<file path="src/hdl/fpr_pkg.sv">
// Shared types and constants for the FIFO page replacement block.
// No dependencies; the top level imports it.
package fpr_pkg;

    localparam int unsigned PB_W    = 17;  // page size register width
    localparam int unsigned FC_W    = 7;   // frame count register width
    localparam int unsigned TAG_W   = 32;  // virtual page number width
    localparam int unsigned PA_W    = 22;  // physical address width
    localparam int unsigned OFF_W   = 32;  // virtual offset width on the port
    localparam int unsigned KIND_W  = 2;
    localparam int unsigned OUT_W   = 88;  // result tdata width, byte aligned

    localparam logic [PB_W-1:0] PB_RESET = 17'd4096;
    localparam logic [PB_W-1:0] PB_MAX   = 17'd65536;
    localparam logic [PB_W-1:0] PB_MIN   = 17'd1;
    localparam logic [FC_W-1:0] FC_RESET = 7'd64;

    // register index, taken from paddr[2]
    localparam logic REG_PAGE_BYTES = 1'b0;
    localparam logic REG_FRAMES     = 1'b1;

    localparam logic [KIND_W-1:0] KIND_HIT = 2'd2;

    typedef enum logic [2:0] {
        ST_IDLE,
        ST_DIV,
        ST_SRCH,
        ST_VRD,
        ST_VCAP,
        ST_MUL,
        ST_ADD,
        ST_OUT
    } t_state;

endpackage

</file>
<file path="src/hdl/fifo_page_replacement.sv">
// FIFO page replacement engine: divider, tag memory walk and result register.
// Depends on fpr_pkg.

// Usage
// Slave channel: one page fault per beat. i_s_tdata carries the byte offset into
// the virtual region, i_s_tuser the write flag. Master channel: one result beat
// per fault with page number, eviction info and physical address in o_m_tdata
// and the fault kind in o_m_tuser (0 read miss, 1 write miss, 2 hit).
// APB port: page size at 0x0, frame count at 0x4; write only while idle.
// Per fault: accept, restoring division of the offset by the page size (one
// quotient bit a cycle), a tag walk through the frame memory (one read a
// cycle, first match wins), on an eviction a read of the victim entry, then
// multiply, add/write back and output.
// One fault is in flight at a time; the next is taken as soon as the engine
// is idle, even while the previous result still waits in the output register.
// If the receiver stalls, the finished result holds in the engine until the
// output register frees up. Reset clears the fill count, the eviction
// pointer and the config registers to their defaults; frame memory contents
// are not cleared; only entries below the fill count are ever used.
module fifo_page_replacement #(
    parameter int unsigned MAX_FRAMES = 64,
    parameter int unsigned ADDR_BITS  = 32
) (
    input  logic                       i_clk,
    input  logic                       i_rst_n,
    input  logic                       i_s_tvalid,
    output logic                       o_s_tready,
    input  logic [fpr_pkg::OFF_W-1:0]  i_s_tdata,   // [31:0] virtual_offset
    input  logic [0:0]                 i_s_tuser,   // [0] is_write
    output logic                       o_m_tvalid,
    input  logic                       i_m_tready,
    // [31:0] vpn, [32] evicted_valid, [64:33] victim_vpn,
    // [65] write_back, [87:66] phys_addr
    output logic [fpr_pkg::OUT_W-1:0]  o_m_tdata,
    output logic [fpr_pkg::KIND_W-1:0] o_m_tuser,   // [1:0] fault_kind
    input  logic                       psel,
    input  logic                       penable,
    input  logic                       pwrite,
    input  logic [2:0]                 paddr,
    input  logic [31:0]                pwdata,
    output logic [31:0]                prdata,
    output logic                       pready
);
    import fpr_pkg::*;

    localparam int unsigned VA_W = (ADDR_BITS < OFF_W) ? ADDR_BITS : OFF_W;
    localparam int unsigned DC_W = $clog2(VA_W + 1);
    localparam int unsigned FW   = (MAX_FRAMES > 1) ? $clog2(MAX_FRAMES) : 1;
    localparam int unsigned CW   = $clog2(MAX_FRAMES + 1);
    localparam int unsigned MW   = TAG_W + 1;
    localparam int unsigned PW   = FW + PB_W;

    // configuration
    logic [PB_W-1:0] r_page_bytes;
    logic [FC_W-1:0] r_frames;
    logic            cfg_wr;

    assign pready = 1'b1;
    assign cfg_wr = psel && penable && pwrite && pready;

    always_ff @(posedge i_clk) begin
        if (!i_rst_n) begin
            r_page_bytes <= PB_RESET;
            r_frames     <= FC_RESET;
        end else if (cfg_wr) begin
            if (paddr[2] == REG_FRAMES) begin
                r_frames <= pwdata[FC_W-1:0];
            end else begin
                r_page_bytes <= pwdata[PB_W-1:0];
            end
        end
    end

    always_comb begin
        if (paddr[2] == REG_FRAMES) begin
            prdata = {{(32-FC_W){1'b0}}, r_frames};
        end else begin
            prdata = {{(32-PB_W){1'b0}}, r_page_bytes};
        end
    end

    logic [PB_W-1:0] psz;
    logic [CW-1:0]   limit;

    always_comb begin
        if (r_page_bytes == '0) begin
            psz = PB_MIN;
        end else if (r_page_bytes > PB_MAX) begin
            psz = PB_MAX;
        end else begin
            psz = r_page_bytes;
        end
        if (r_frames == '0) begin
            limit = CW'(1);
        end else if (32'(r_frames) > MAX_FRAMES) begin
            limit = CW'(MAX_FRAMES);
        end else begin
            limit = CW'(r_frames);
        end
    end

    // engine state
    t_state r_state, n_state;

    logic [VA_W-1:0]   r_quo;
    logic [PB_W-1:0]   r_rem;
    logic [DC_W-1:0]   r_cnt;
    logic              r_wr;
    logic [CW-1:0]     r_idx;
    logic              r_cmp_v;
    logic [FW-1:0]     r_cmp_idx;
    logic [FW-1:0]     r_frame;
    logic [CW-1:0]     r_filled;
    logic [FW-1:0]     r_oldest;
    logic [KIND_W-1:0] r_kind;
    logic              r_ev_valid;
    logic [TAG_W-1:0]  r_ev_page;
    logic              r_wb;
    logic [PW-1:0]     r_prod;
    logic [PA_W-1:0]   r_pa;

    logic              r_out_valid;
    logic [OUT_W-1:0]  r_out_data;
    logic [KIND_W-1:0] r_out_kind;

    // frame memory: {page tag, write flag of the last access}
    logic [MW-1:0] r_mem [MAX_FRAMES];
    logic [MW-1:0] r_rd_data;
    logic [FW-1:0] rd_addr;
    logic          mem_we;

    logic [TAG_W-1:0] page;
    logic             in_acc;
    logic             out_free;
    logic             srch_hit;
    logic             srch_miss;
    logic             full;
    logic [FW-1:0]    victim;
    logic [FW-1:0]    next_oldest;
    logic [PB_W:0]    rem_sh;
    logic             rem_ge;

    assign page     = TAG_W'(r_quo);
    assign in_acc   = i_s_tvalid && o_s_tready;
    assign out_free = !r_out_valid || i_m_tready;
    assign srch_hit  = r_cmp_v && (r_rd_data[MW-1:1] == page);
    assign srch_miss = !r_cmp_v && (r_idx >= r_filled);
    assign full      = (r_filled >= limit);
    assign victim    = (CW'(r_oldest) < limit) ? r_oldest : '0;
    assign next_oldest = ((CW'(victim) + CW'(1)) >= limit) ? '0 : FW'(CW'(victim) + CW'(1));

    // one restoring division step
    assign rem_sh = {r_rem, r_quo[VA_W-1]};
    assign rem_ge = (rem_sh >= {1'b0, psz});

    always_ff @(posedge i_clk) begin
        if (!i_rst_n) begin
            r_state <= ST_IDLE;
        end else begin
            r_state <= n_state;
        end
    end

    always_comb begin
        n_state    = r_state;
        o_s_tready = 1'b0;
        rd_addr    = r_idx[FW-1:0];
        mem_we     = 1'b0;
        case (r_state)
            ST_IDLE: begin
                // hold off beats while reset is applied
                o_s_tready = i_rst_n;
                if (i_s_tvalid) begin
                    n_state = ST_DIV;
                end
            end
            ST_DIV: begin
                if (r_cnt == DC_W'(VA_W - 1)) begin
                    n_state = ST_SRCH;
                end
            end
            ST_SRCH: begin
                if (srch_hit) begin
                    n_state = ST_MUL;
                end else if (srch_miss) begin
                    n_state = full ? ST_VRD : ST_MUL;
                end
            end
            ST_VRD: begin
                rd_addr = r_frame;
                n_state = ST_VCAP;
            end
            ST_VCAP: begin
                n_state = ST_MUL;
            end
            ST_MUL: begin
                n_state = ST_ADD;
            end
            ST_ADD: begin
                mem_we  = 1'b1;
                n_state = ST_OUT;
            end
            ST_OUT: begin
                if (out_free) begin
                    n_state = ST_IDLE;
                end
            end
            default: begin
                n_state = ST_IDLE;
            end
        endcase
    end

    always_ff @(posedge i_clk) begin
        if (mem_we) begin
            r_mem[r_frame] <= {page, r_wr};
        end
        r_rd_data <= r_mem[rd_addr];
    end

    // control state with reset
    always_ff @(posedge i_clk) begin
        if (!i_rst_n) begin
            r_filled    <= '0;
            r_oldest    <= '0;
            r_out_valid <= 1'b0;
        end else begin
            if (r_state == ST_SRCH && !srch_hit && srch_miss) begin
                if (full) begin
                    r_oldest <= next_oldest;
                end else begin
                    r_filled <= r_filled + CW'(1);
                end
            end
            if (r_state == ST_OUT && out_free) begin
                r_out_valid <= 1'b1;
            end else if (i_m_tready) begin
                r_out_valid <= 1'b0;
            end
        end
    end

    // datapath
    always_ff @(posedge i_clk) begin
        case (r_state)
            ST_IDLE: begin
                if (in_acc) begin
                    r_quo      <= i_s_tdata[VA_W-1:0];
                    r_wr       <= i_s_tuser[0];
                    r_rem      <= '0;
                    r_cnt      <= '0;
                    r_ev_valid <= 1'b0;
                    r_ev_page  <= '0;
                    r_wb       <= 1'b0;
                end
            end
            ST_DIV: begin
                r_rem   <= rem_ge ? PB_W'(rem_sh - {1'b0, psz}) : rem_sh[PB_W-1:0];
                r_quo   <= {r_quo[VA_W-2:0], rem_ge};
                r_cnt   <= r_cnt + DC_W'(1);
                r_idx   <= '0;
                r_cmp_v <= 1'b0;
            end
            ST_SRCH: begin
                // keep one read in flight, compare the previous one
                r_cmp_v   <= (r_idx < r_filled);
                r_cmp_idx <= r_idx[FW-1:0];
                if (r_idx < r_filled) begin
                    r_idx <= r_idx + CW'(1);
                end
                if (srch_hit) begin
                    r_frame <= r_cmp_idx;
                    r_kind  <= KIND_HIT;
                end else if (srch_miss) begin
                    r_kind <= {1'b0, r_wr};
                    if (full) begin
                        r_frame    <= victim;
                        r_ev_valid <= 1'b1;
                    end else begin
                        r_frame <= r_filled[FW-1:0];
                    end
                end
            end
            ST_VCAP: begin
                r_ev_page <= r_rd_data[MW-1:1];
                r_wb      <= r_rd_data[0];
            end
            ST_MUL: begin
                r_prod <= PW'(r_frame) * PW'(psz);
            end
            ST_ADD: begin
                r_pa <= PA_W'(r_prod + PW'(r_rem));
            end
            ST_OUT: begin
                if (out_free) begin
                    r_out_data <= {r_pa, r_wb, r_ev_page, r_ev_valid, page};
                    r_out_kind <= r_kind;
                end
            end
            default: begin
                r_cnt <= '0;
            end
        endcase
    end

    assign o_m_tvalid = r_out_valid;
    assign o_m_tdata  = r_out_data;
    assign o_m_tuser  = r_out_kind;

`ifndef NO_ASSERTIONS
    a_filled_range: assert property (@(posedge i_clk) disable iff (!i_rst_n)
        r_filled <= CW'(MAX_FRAMES))
        else $error("fill count beyond frame memory depth");

    a_filled_step: assert property (@(posedge i_clk) disable iff (!i_rst_n)
        ($past(i_rst_n) && r_filled != $past(r_filled)) |->
            (r_filled == $past(r_filled) + CW'(1)))
        else $error("fill count moved by more than one");

    a_hit_no_evict: assert property (@(posedge i_clk) disable iff (!i_rst_n)
        (o_m_tvalid && o_m_tuser == KIND_HIT) |-> !o_m_tdata[32])
        else $error("eviction reported on a hit");

    a_no_evict_clean: assert property (@(posedge i_clk) disable iff (!i_rst_n)
        (o_m_tvalid && !o_m_tdata[32]) |-> (o_m_tdata[64:33] == '0 && !o_m_tdata[65]))
        else $error("victim page or write-back set without eviction");
`endif

endmodule
</file>
<file path="config.mk">
export PLATFORM = sky130hd
export DESIGN_NAME = fifo_page_replacement
export DESIGN_NICKNAME = d
export VERILOG_FILES = /design/src/hdl/fpr_pkg.sv /design/src/hdl/fifo_page_replacement.sv
export SDC_FILE = /design/constraint.sdc
export NUM_CORES = 2
export LEC_CHECK = 0
export ABC_AREA = 1
export BUFFER_PORTS_ARGS = -buffer_cell sky130_fd_sc_hd__buf_4
export CAP_MARGIN = 30
export CORE_ASPECT_RATIO = 1.25
export CORE_MARGIN = 4
export CORE_UTILIZATION = 47
export DETAILED_ROUTE_END_ITERATION = 6
export PLACE_DENSITY = 0.66
export SYNTH_ARGS = -nofsm -noshare
export SYNTH_HDL_FRONTEND = slang
export SYNTH_SLANG_ARGS = --single-unit
</file>
<file path="constraint.sdc">
create_clock -name i_clk -period 7 [get_ports i_clk]
set_input_delay 1.05 -clock i_clk [delete_from_list [all_inputs] [get_ports i_clk]]
set_output_delay 1.05 -clock i_clk [all_outputs]
set_load 0.02 [all_outputs]
</file>
# After elaboration in Yosys (flattened, before gate mapping)
# Memories as Yosys holds them, arrays and structs flattened. A register that Yosys moved wholly into a read port is not among the register bits.
# Index checks and enable logic that the tools add are counted.
dict set report totals {
  input_bits 75
  regBits 287
  ram_bits 2112
  output_inout_bits 125
  word_cells 137
  n_memories 1
}
# name words word_bits rd rd_clocked_by_memory_dff write_ports line
set memory_table {}
lappend memory_table {r_mem 64 33 1 1 1 fifo_page_replacement.sv:127} ;# logic [MW-1:0] r_mem [MAX_FRAMES];
dict set report op_classes {
  n_mul 1
  add_sub_neg 6
  n_reduce_logical 35
  n_eq_ne 18
  bitwise 3
  magnitude_cmp 8
  mux 43
}
# op n
set ops {}
lappend ops {{$pmux 32 s2} 2}
lappend ops {{$mux 17} 5}
lappend ops {{$mux 32} 2}
lappend ops {{$mux 6} 7}
lappend ops {{$pmux 17 s2} 1}
lappend ops {{$eq 32x32->1} 1}
lappend ops {{$pmux 3 s8} 1}
lappend ops {{$add 22x17->22} 1}
lappend ops {{$mul 6x17->22} 1}
lappend ops {{$reduce_and 2->1} 11}
lappend ops {{$ge 7x7->1} 3}
lappend ops {{$mux 7} 3}
lappend ops {{$ge 18x17->1} 1}
lappend ops {{$mux 3} 6}
lappend ops {{$pmux 6 s3} 1}
lappend ops {{$gt 17x17->1 const B} 1}
lappend ops {{$logic_not 17->1} 1}
lappend ops {{$sub 17x17->17} 1}
lappend ops {{$add 7x1->7 const B} 2}
lappend ops {{$ne 2x2->1 const B} 7}
lappend ops {{$pmux 7 s2} 1}
lappend ops {{$eq 3x3->1 const B} 4}
lappend ops {{$reduce_bool 2->1} 6}
lappend ops {{$mux 1} 10}
lappend ops {{other kinds (21)} 35}

# Depth between registers and ports, before layout
dict set report depth {
  ltp_word 8
  ltp_mapped 26
  mapped_depth_nobuf 25
}

# Worst setup path before layout
# Ideal clock, no wire load.
dict set report synth_timing {
  path_kind {input-to-reg}
  startpoint {input i_m_tready}
  endpoint {register r_out_data[0] (netlist: o_m_tdata[0]), enable pin}
  path_stages 2
  n_path_buf 0
  t_arrival_ps 4834
  required_time_ps 6461
  setup_ps 539
  slack_ps 1627
  cell_sequence {nor2_1 > nor2_1}
}
dict set report synth_via {
  elab_chain_cells 2
}
# item line
set synth_lines {}
lappend synth_lines {{start, declared} fifo_page_replacement.sv:31} ;# input logic i_m_tready,
lappend synth_lines {{$logic_or 1x1->1} fifo_page_replacement.sv:145} ;# assign out_free = !r_out_valid || i_m_tready;
lappend synth_lines {{$reduce_and 2->1 (no source line)} n/a}
lappend synth_lines {{end signal, assigned} fifo_page_replacement.sv:296} ;# r_out_data <= {r_pa, r_wb, r_ev_page, r_ev_valid, page};
lappend synth_lines {{end, declared} fifo_page_replacement.sv:123} ;# logic [OUT_W-1:0] r_out_data;
# Every way passes these cells.
# A chain may end at the register's enable or synchronous reset.

# Final worst setup path
dict set report layout_timing {
  startpoint {register r_page_bytes[9]}
  endpoint {register r_prod[16] (data pin)}
}
dict set report layout_via {
  elab_chain_cells 4
  word_cells_on_any_way 5
  cone_classes {mul (1); order compare (1); mux (2); reduce/logical (1)}
}
# item line
set layout_lines {}
lappend layout_lines {{start, declared} fifo_page_replacement.sv:54} ;# logic [PB_W-1:0] r_page_bytes;
lappend layout_lines {{start signal, assigned} fifo_page_replacement.sv:69} ;# r_page_bytes <= pwdata[PB_W-1:0];
lappend layout_lines {{$gt 17x17->1} fifo_page_replacement.sv:88} ;# end else if (r_page_bytes > PB_MAX) begin
lappend layout_lines {{$mux 17} fifo_page_replacement.sv:88}
lappend layout_lines {{$mux 17 (*)} fifo_page_replacement.sv:86} ;# if (r_page_bytes == '0) begin
lappend layout_lines {{$mul 6x17->22 (*)} fifo_page_replacement.sv:289} ;# r_prod <= PW'(r_frame) * PW'(psz);
lappend layout_lines {{end signal, assigned} fifo_page_replacement.sv:289}
lappend layout_lines {{end, declared} fifo_page_replacement.sv:119} ;# logic [PW-1:0] r_prod;
# Every way passes the cells marked *; elsewhere a longest branch is shown, timed or not.

==> run summary <==
==========================================================================================
Clk pwr share                                                                        25.0%
Type of destination of the critical path                                              flop
Count of flip-flops with a built-in enable after synthesis                            2358
TritonCTS Sinks                                                                       2432
Effective utilization at floorplan                                                  47.39%
NumNets Final                                                                         8915
Critical-path cell list                                                       inv_1 > nand3_1 > nor3_1 > nand3_1 > nand2_1 > inv_1 > nor2_1 > inv_1 > nor2_1 > fa_1 > fa_1 > inv_1 > fa_1 > inv_1 > ha_1 > nand2_1 > nor4_1 > a21oi_1 > o21ai_0 > nand2_1 > nand2_1 > xor2_1
Reg2Reg Setup Slack                                                                1550 ps
Slew of the pin with the lowest slew margin                                        1043 ps
Worst endpoint required time                                                       7560 ps
Worst-case headroom to the max-slew limit                                           30.23%
Result of the run                                                                completed
Dominant cells by area after synthesis                                        sky130_fd_sc_hd__edfxtp_1 (70%), sky130_fd_sc_hd__nand2_1 (6.3%), sky130_fd_sc_hd__nand3_1 (4.4%)
Hold violation total from the final report                                               0
Max Root-Sink Buffers                                                                    4
Type of the most critical hold path                                           flop to flop
Avg Synthesized Cell Area                                                      11.84 sq um
Clock tree root buffer cell                                                   sky130_fd_sc_hd__clkbuf_16
Clock Latency Late Sink                                                             880 ps
Max IR drop VDD                                                                  0.3315 mV
Synthesized flop and latch total                                                      2432
Core region area                                                              214900 sq um
Fraction of the mapped netlist area in simple logic gates                           15.31%
TritonCTS buffer count                                                                 225
Area added between synthesis and finish                                             11.58%
Pin count of the biggest net entering global routing                                   183
Last weighted congestion value of the routability-driven placer                     0.9099
Share of synthesized cell area in full adder, half adder and majority cells         2.374%
Number of placed cells counting well taps                                            11335
Resized cells post-CTS                                                                   0
Width of the die                                                                  424.4 um
Worst-path cell with the longest stage delay                                  sky130_fd_sc_hd__fa_1
Fmax achieved                                                                    183.4 MHz
Die outline area                                                              224200 sq um
Synthesized area                                                              101800 sq um
Max-Cap Viols                                                                            0
# fillers                                                                            17867
CP bufs+invs                                                                             5
Async SR Flop Fraction                                                                  0%
Num ports                                                                              200
Crit-path most repeated cell                                                  sky130_fd_sc_hd__inv_1
Final-report max-slew violation count                                                    0
Post-CTS setup buffer count                                                              0
Cell count of the worst reg-to-reg path                                                 22
Proportion of power drawn by combinational gates                                     35.6%
Vertical extent of the die                                                        528.4 um
HPWL after DPL                                                                   163500 um
Hold-critical path depth                                                                 0
Min-Delay Endpoint                                                            o_m_tdata[39]$_DFFE_PP_
Min Clock Period, post-route                                                       5451 ps
Critical register-to-register path startpoint                                 r_page_bytes[9]$_SDFFE_PN0P_
Clock skew                                                                        66.24 ps
Final global-route overflow total                                                        0
Htree depth                                                                              4
Destination of the worst register-to-register timing path                     r_prod[16]$_DFFE_PP_
Wire length of the first global-routing pass                                     426300 um
Detailed-router iteration count before antenna repair                                    6
Largest family of logic cells by synthesized area                             simple AND/OR/NAND/NOR gates
Placement Rows                                                                         190
Vias per cell                                                                        5.849
Slowest cell delay on critical path                                                 540 ps
Total Routed Length                                                              293600 um
Unrepaired setup endpoints after global routing                                         no
Final total negative setup slack                                                      0 ps
Yosys warnings                                                                           0
Worst-path maximum fanout                                                                9
Switching power as a share of total power                                           39.17%
Family with the most delay on the worst path                                  simple AND/OR/NAND/NOR gates
Startpoint of the worst hold path                                             r_ev_page[6]$_SDFFCE_PN0P_
Initial DRC Count                                                                     8786
DRC Markers                                                                              0
Worst setup path class                                                        flop to flop
Sequential cell area fraction in the yosys report                                   70.98%
Via count of the first global-routing pass                                           65965
Parity-gate share of the synthesized area counting xor and xnor cells              0.5762%
Most used standard cells in the synthesized netlist                           sky130_fd_sc_hd__edfxtp_1 (2358), sky130_fd_sc_hd__nand2_1 (1707), sky130_fd_sc_hd__nor2_1 (1131)
Synthesized-area fraction occupied by ao, oa, aoi and oai cells                     7.108%
Fin crit share                                                                      77.88%
Setup violators final                                                                    0
Standby leakage power                                                             40.11 nW
Overall fraction of global-route tracks in use                                      25.47%
Most common cell in the synthesized netlist                                   sky130_fd_sc_hd__edfxtp_1
Cell count after synthesis                                                            8600
Count of cell types in the netlist                                                      48
TritonCTS clock tree                                                                   yes
Final std cells w/o fill                                                             11746
Total power per unit cell area                                                421.4 nW/um^2
Via count                                                                            68705
Post-synthesis mux area share                                                           0%
Critical path data arrival time                                                    6020 ps
Proportion of layout cells with a drive suffix above 1                              8.585%
Main synth FF type                                                            sky130_fd_sc_hd__edfxtp_1
Final instance area                                                           113600 sq um
Post-route ant nets                                                                      0
Power dissipated by switching net loads                                          0.01875 W
Sequential power share                                                               39.4%
WL/cell                                                                           24.99 um
Initial antenna violation count                                                          8
Nature of the critical path startpoint                                                flop
Standard cell area after detailed placement                                   106500 sq um
Top cell type by total area after synthesis                                   sky130_fd_sc_hd__edfxtp_1
PortBufs                                                                               166
Count of hold-fix buffers inserted at cts                                                0
Clock-pin slew on the worst setup and hold paths                                     70 ps
Internal power                                                                   0.02913 W
Area share of the leading cell type in the synthesized netlist                      69.53%
==========================================================================================
-- metal layers --
layer	vias to the layer above	wire [um]	track usage, %
li1	30570	-	-
met3	696	26840	3.881
met4	2	18230	13.98
met5	-	14	0
met1	33946	108800	32.64
met2	3491	139700	41.78
-- final cells by class --
type                       count  area [sq um]  share of cell area (%)
sequential                  2432         72290                   63.61
multi-input combinational   5346         26450                   23.27
clock buffer                 285          5963                   5.248
clock inverter               122          1094                  0.9623
tap                         2880          3603                   3.171
inverter                     324          1244                   1.094
antenna                        2         5.005                0.004404
timing repair buffer         355          2993                   2.634
-- cell families after synthesis --
logic type	Yosys count
other	2
buffers and inverters	836
AOI/OAI and AO/OA	1299
DFF	2432
adders and majority gates	156
xor gates and xnor gates	67
and+or+nand+nor	3808
-- worst reg2reg max path, cell delays in order, from the launching register on --
cell and delay, ps:
sky130_fd_sc_hd__dfxtp_1 300, sky130_fd_sc_hd__inv_1 110, sky130_fd_sc_hd__nand3_1 100, sky130_fd_sc_hd__nor3_1 270
sky130_fd_sc_hd__nand3_1 130, sky130_fd_sc_hd__nand2_1 250, sky130_fd_sc_hd__inv_1 220, sky130_fd_sc_hd__nor2_1 190
sky130_fd_sc_hd__inv_1 180, sky130_fd_sc_hd__nor2_1 180, sky130_fd_sc_hd__fa_1 450, sky130_fd_sc_hd__fa_1 540
sky130_fd_sc_hd__inv_1 50, sky130_fd_sc_hd__fa_1 470, sky130_fd_sc_hd__inv_1 40, sky130_fd_sc_hd__ha_1 340
sky130_fd_sc_hd__nand2_1 150, sky130_fd_sc_hd__nor4_1 500, sky130_fd_sc_hd__a21oi_1 180, sky130_fd_sc_hd__o21ai_0 310
sky130_fd_sc_hd__nand2_1 80, sky130_fd_sc_hd__nand2_1 90, sky130_fd_sc_hd__xor2_1 70
-- cell usage in the layout (no fill, tap or decap), types with 74 or more instances in the layout --
cell type,instances
sky130_fd_sc_hd__dfxtp_1,74
sky130_fd_sc_hd__edfxtp_1,2358
sky130_fd_sc_hd__o22ai_1,166
sky130_fd_sc_hd__o21ai_0,641
sky130_fd_sc_hd__nand3_1,890
sky130_fd_sc_hd__ha_1,94
sky130_fd_sc_hd__a21oi_1,126
sky130_fd_sc_hd__o211ai_1,165
sky130_fd_sc_hd__nand2_1,1706
sky130_fd_sc_hd__o21ai_1,158
sky130_fd_sc_hd__clkbuf_16,228
sky130_fd_sc_hd__nor2_1,1063
sky130_fd_sc_hd__inv_1,311
sky130_fd_sc_hd__buf_4,330
-- metrics by stage --
step / power [W] / hold WS, ps / util [%] / setup slack [ps]
after floorplan: 0.02948 / 400.3 / - / 1627
after global placement: 0.03548 / 402.4 / 49.54 / 1496
after detailed placement: 0.03587 / 405.6 / 49.57 / 1528
after CTS: 0.04773 / 314.3 / 52.85 / 1502
after global routing: 0.04994 / 336.6 / 52.88 / 1150
final: 0.04788 / 357.5 / 52.88 / 1549
-- state kept, by name, summed over array words and instances, names as in the netlist, 2 cells and up --
signal / flops
r_frame: 6
r_page_bytes: 17
r_oldest: 6
r_kind: 2
r_cnt: 6
o_m_tuser: 2
r_idx: 7
r_mem: 2112
r_cmp_idx: 6
r_state: 3
r_prod: 22
r_filled: 7
r_rd_data: 33
r_pa: 22
r_ev_page: 32
r_rem: 17
o_m_tdata: 88
page: 32
r_frames: 7
-- worst max-delay path by stage --
stage	start	end	slack, ps	cells past startpoint
floorplan	i_m_tready	o_m_tdata[0]$_DFFE_PP_	1630	2
global placement	r_page_bytes[10]$_SDFFE_PN0P_	r_prod[16]$_DFFE_PP_	1500	22
detailed placement	r_page_bytes[10]$_SDFFE_PN0P_	r_prod[16]$_DFFE_PP_	1530	22
CTS	r_page_bytes[9]$_SDFFE_PN0P_	r_prod[16]$_DFFE_PP_	1500	22
global route	r_page_bytes[13]$_SDFFE_PN0P_	r_prod[16]$_DFFE_PP_	1150	22
finish	r_page_bytes[9]$_SDFFE_PN0P_	r_prod[16]$_DFFE_PP_	1550	22
-- power by group through the flow --
stage / clock (W) / combinational [W] / sequential [W]
6_report: 0.0120 / 0.0171 / 0.0189
5_1_grt: 0.0127 / 0.0184 / 0.0189
4_1_cts: 0.0121 / 0.0168 / 0.0188
3_5_place_dp: 0 / 0.0167 / 0.0192
3_3_place_gp: 0 / 0.0163 / 0.0191
2_1_floorplan: 0 / 0.00976 / 0.0197
No activity file was read; power rests on OpenSTA's default activity.
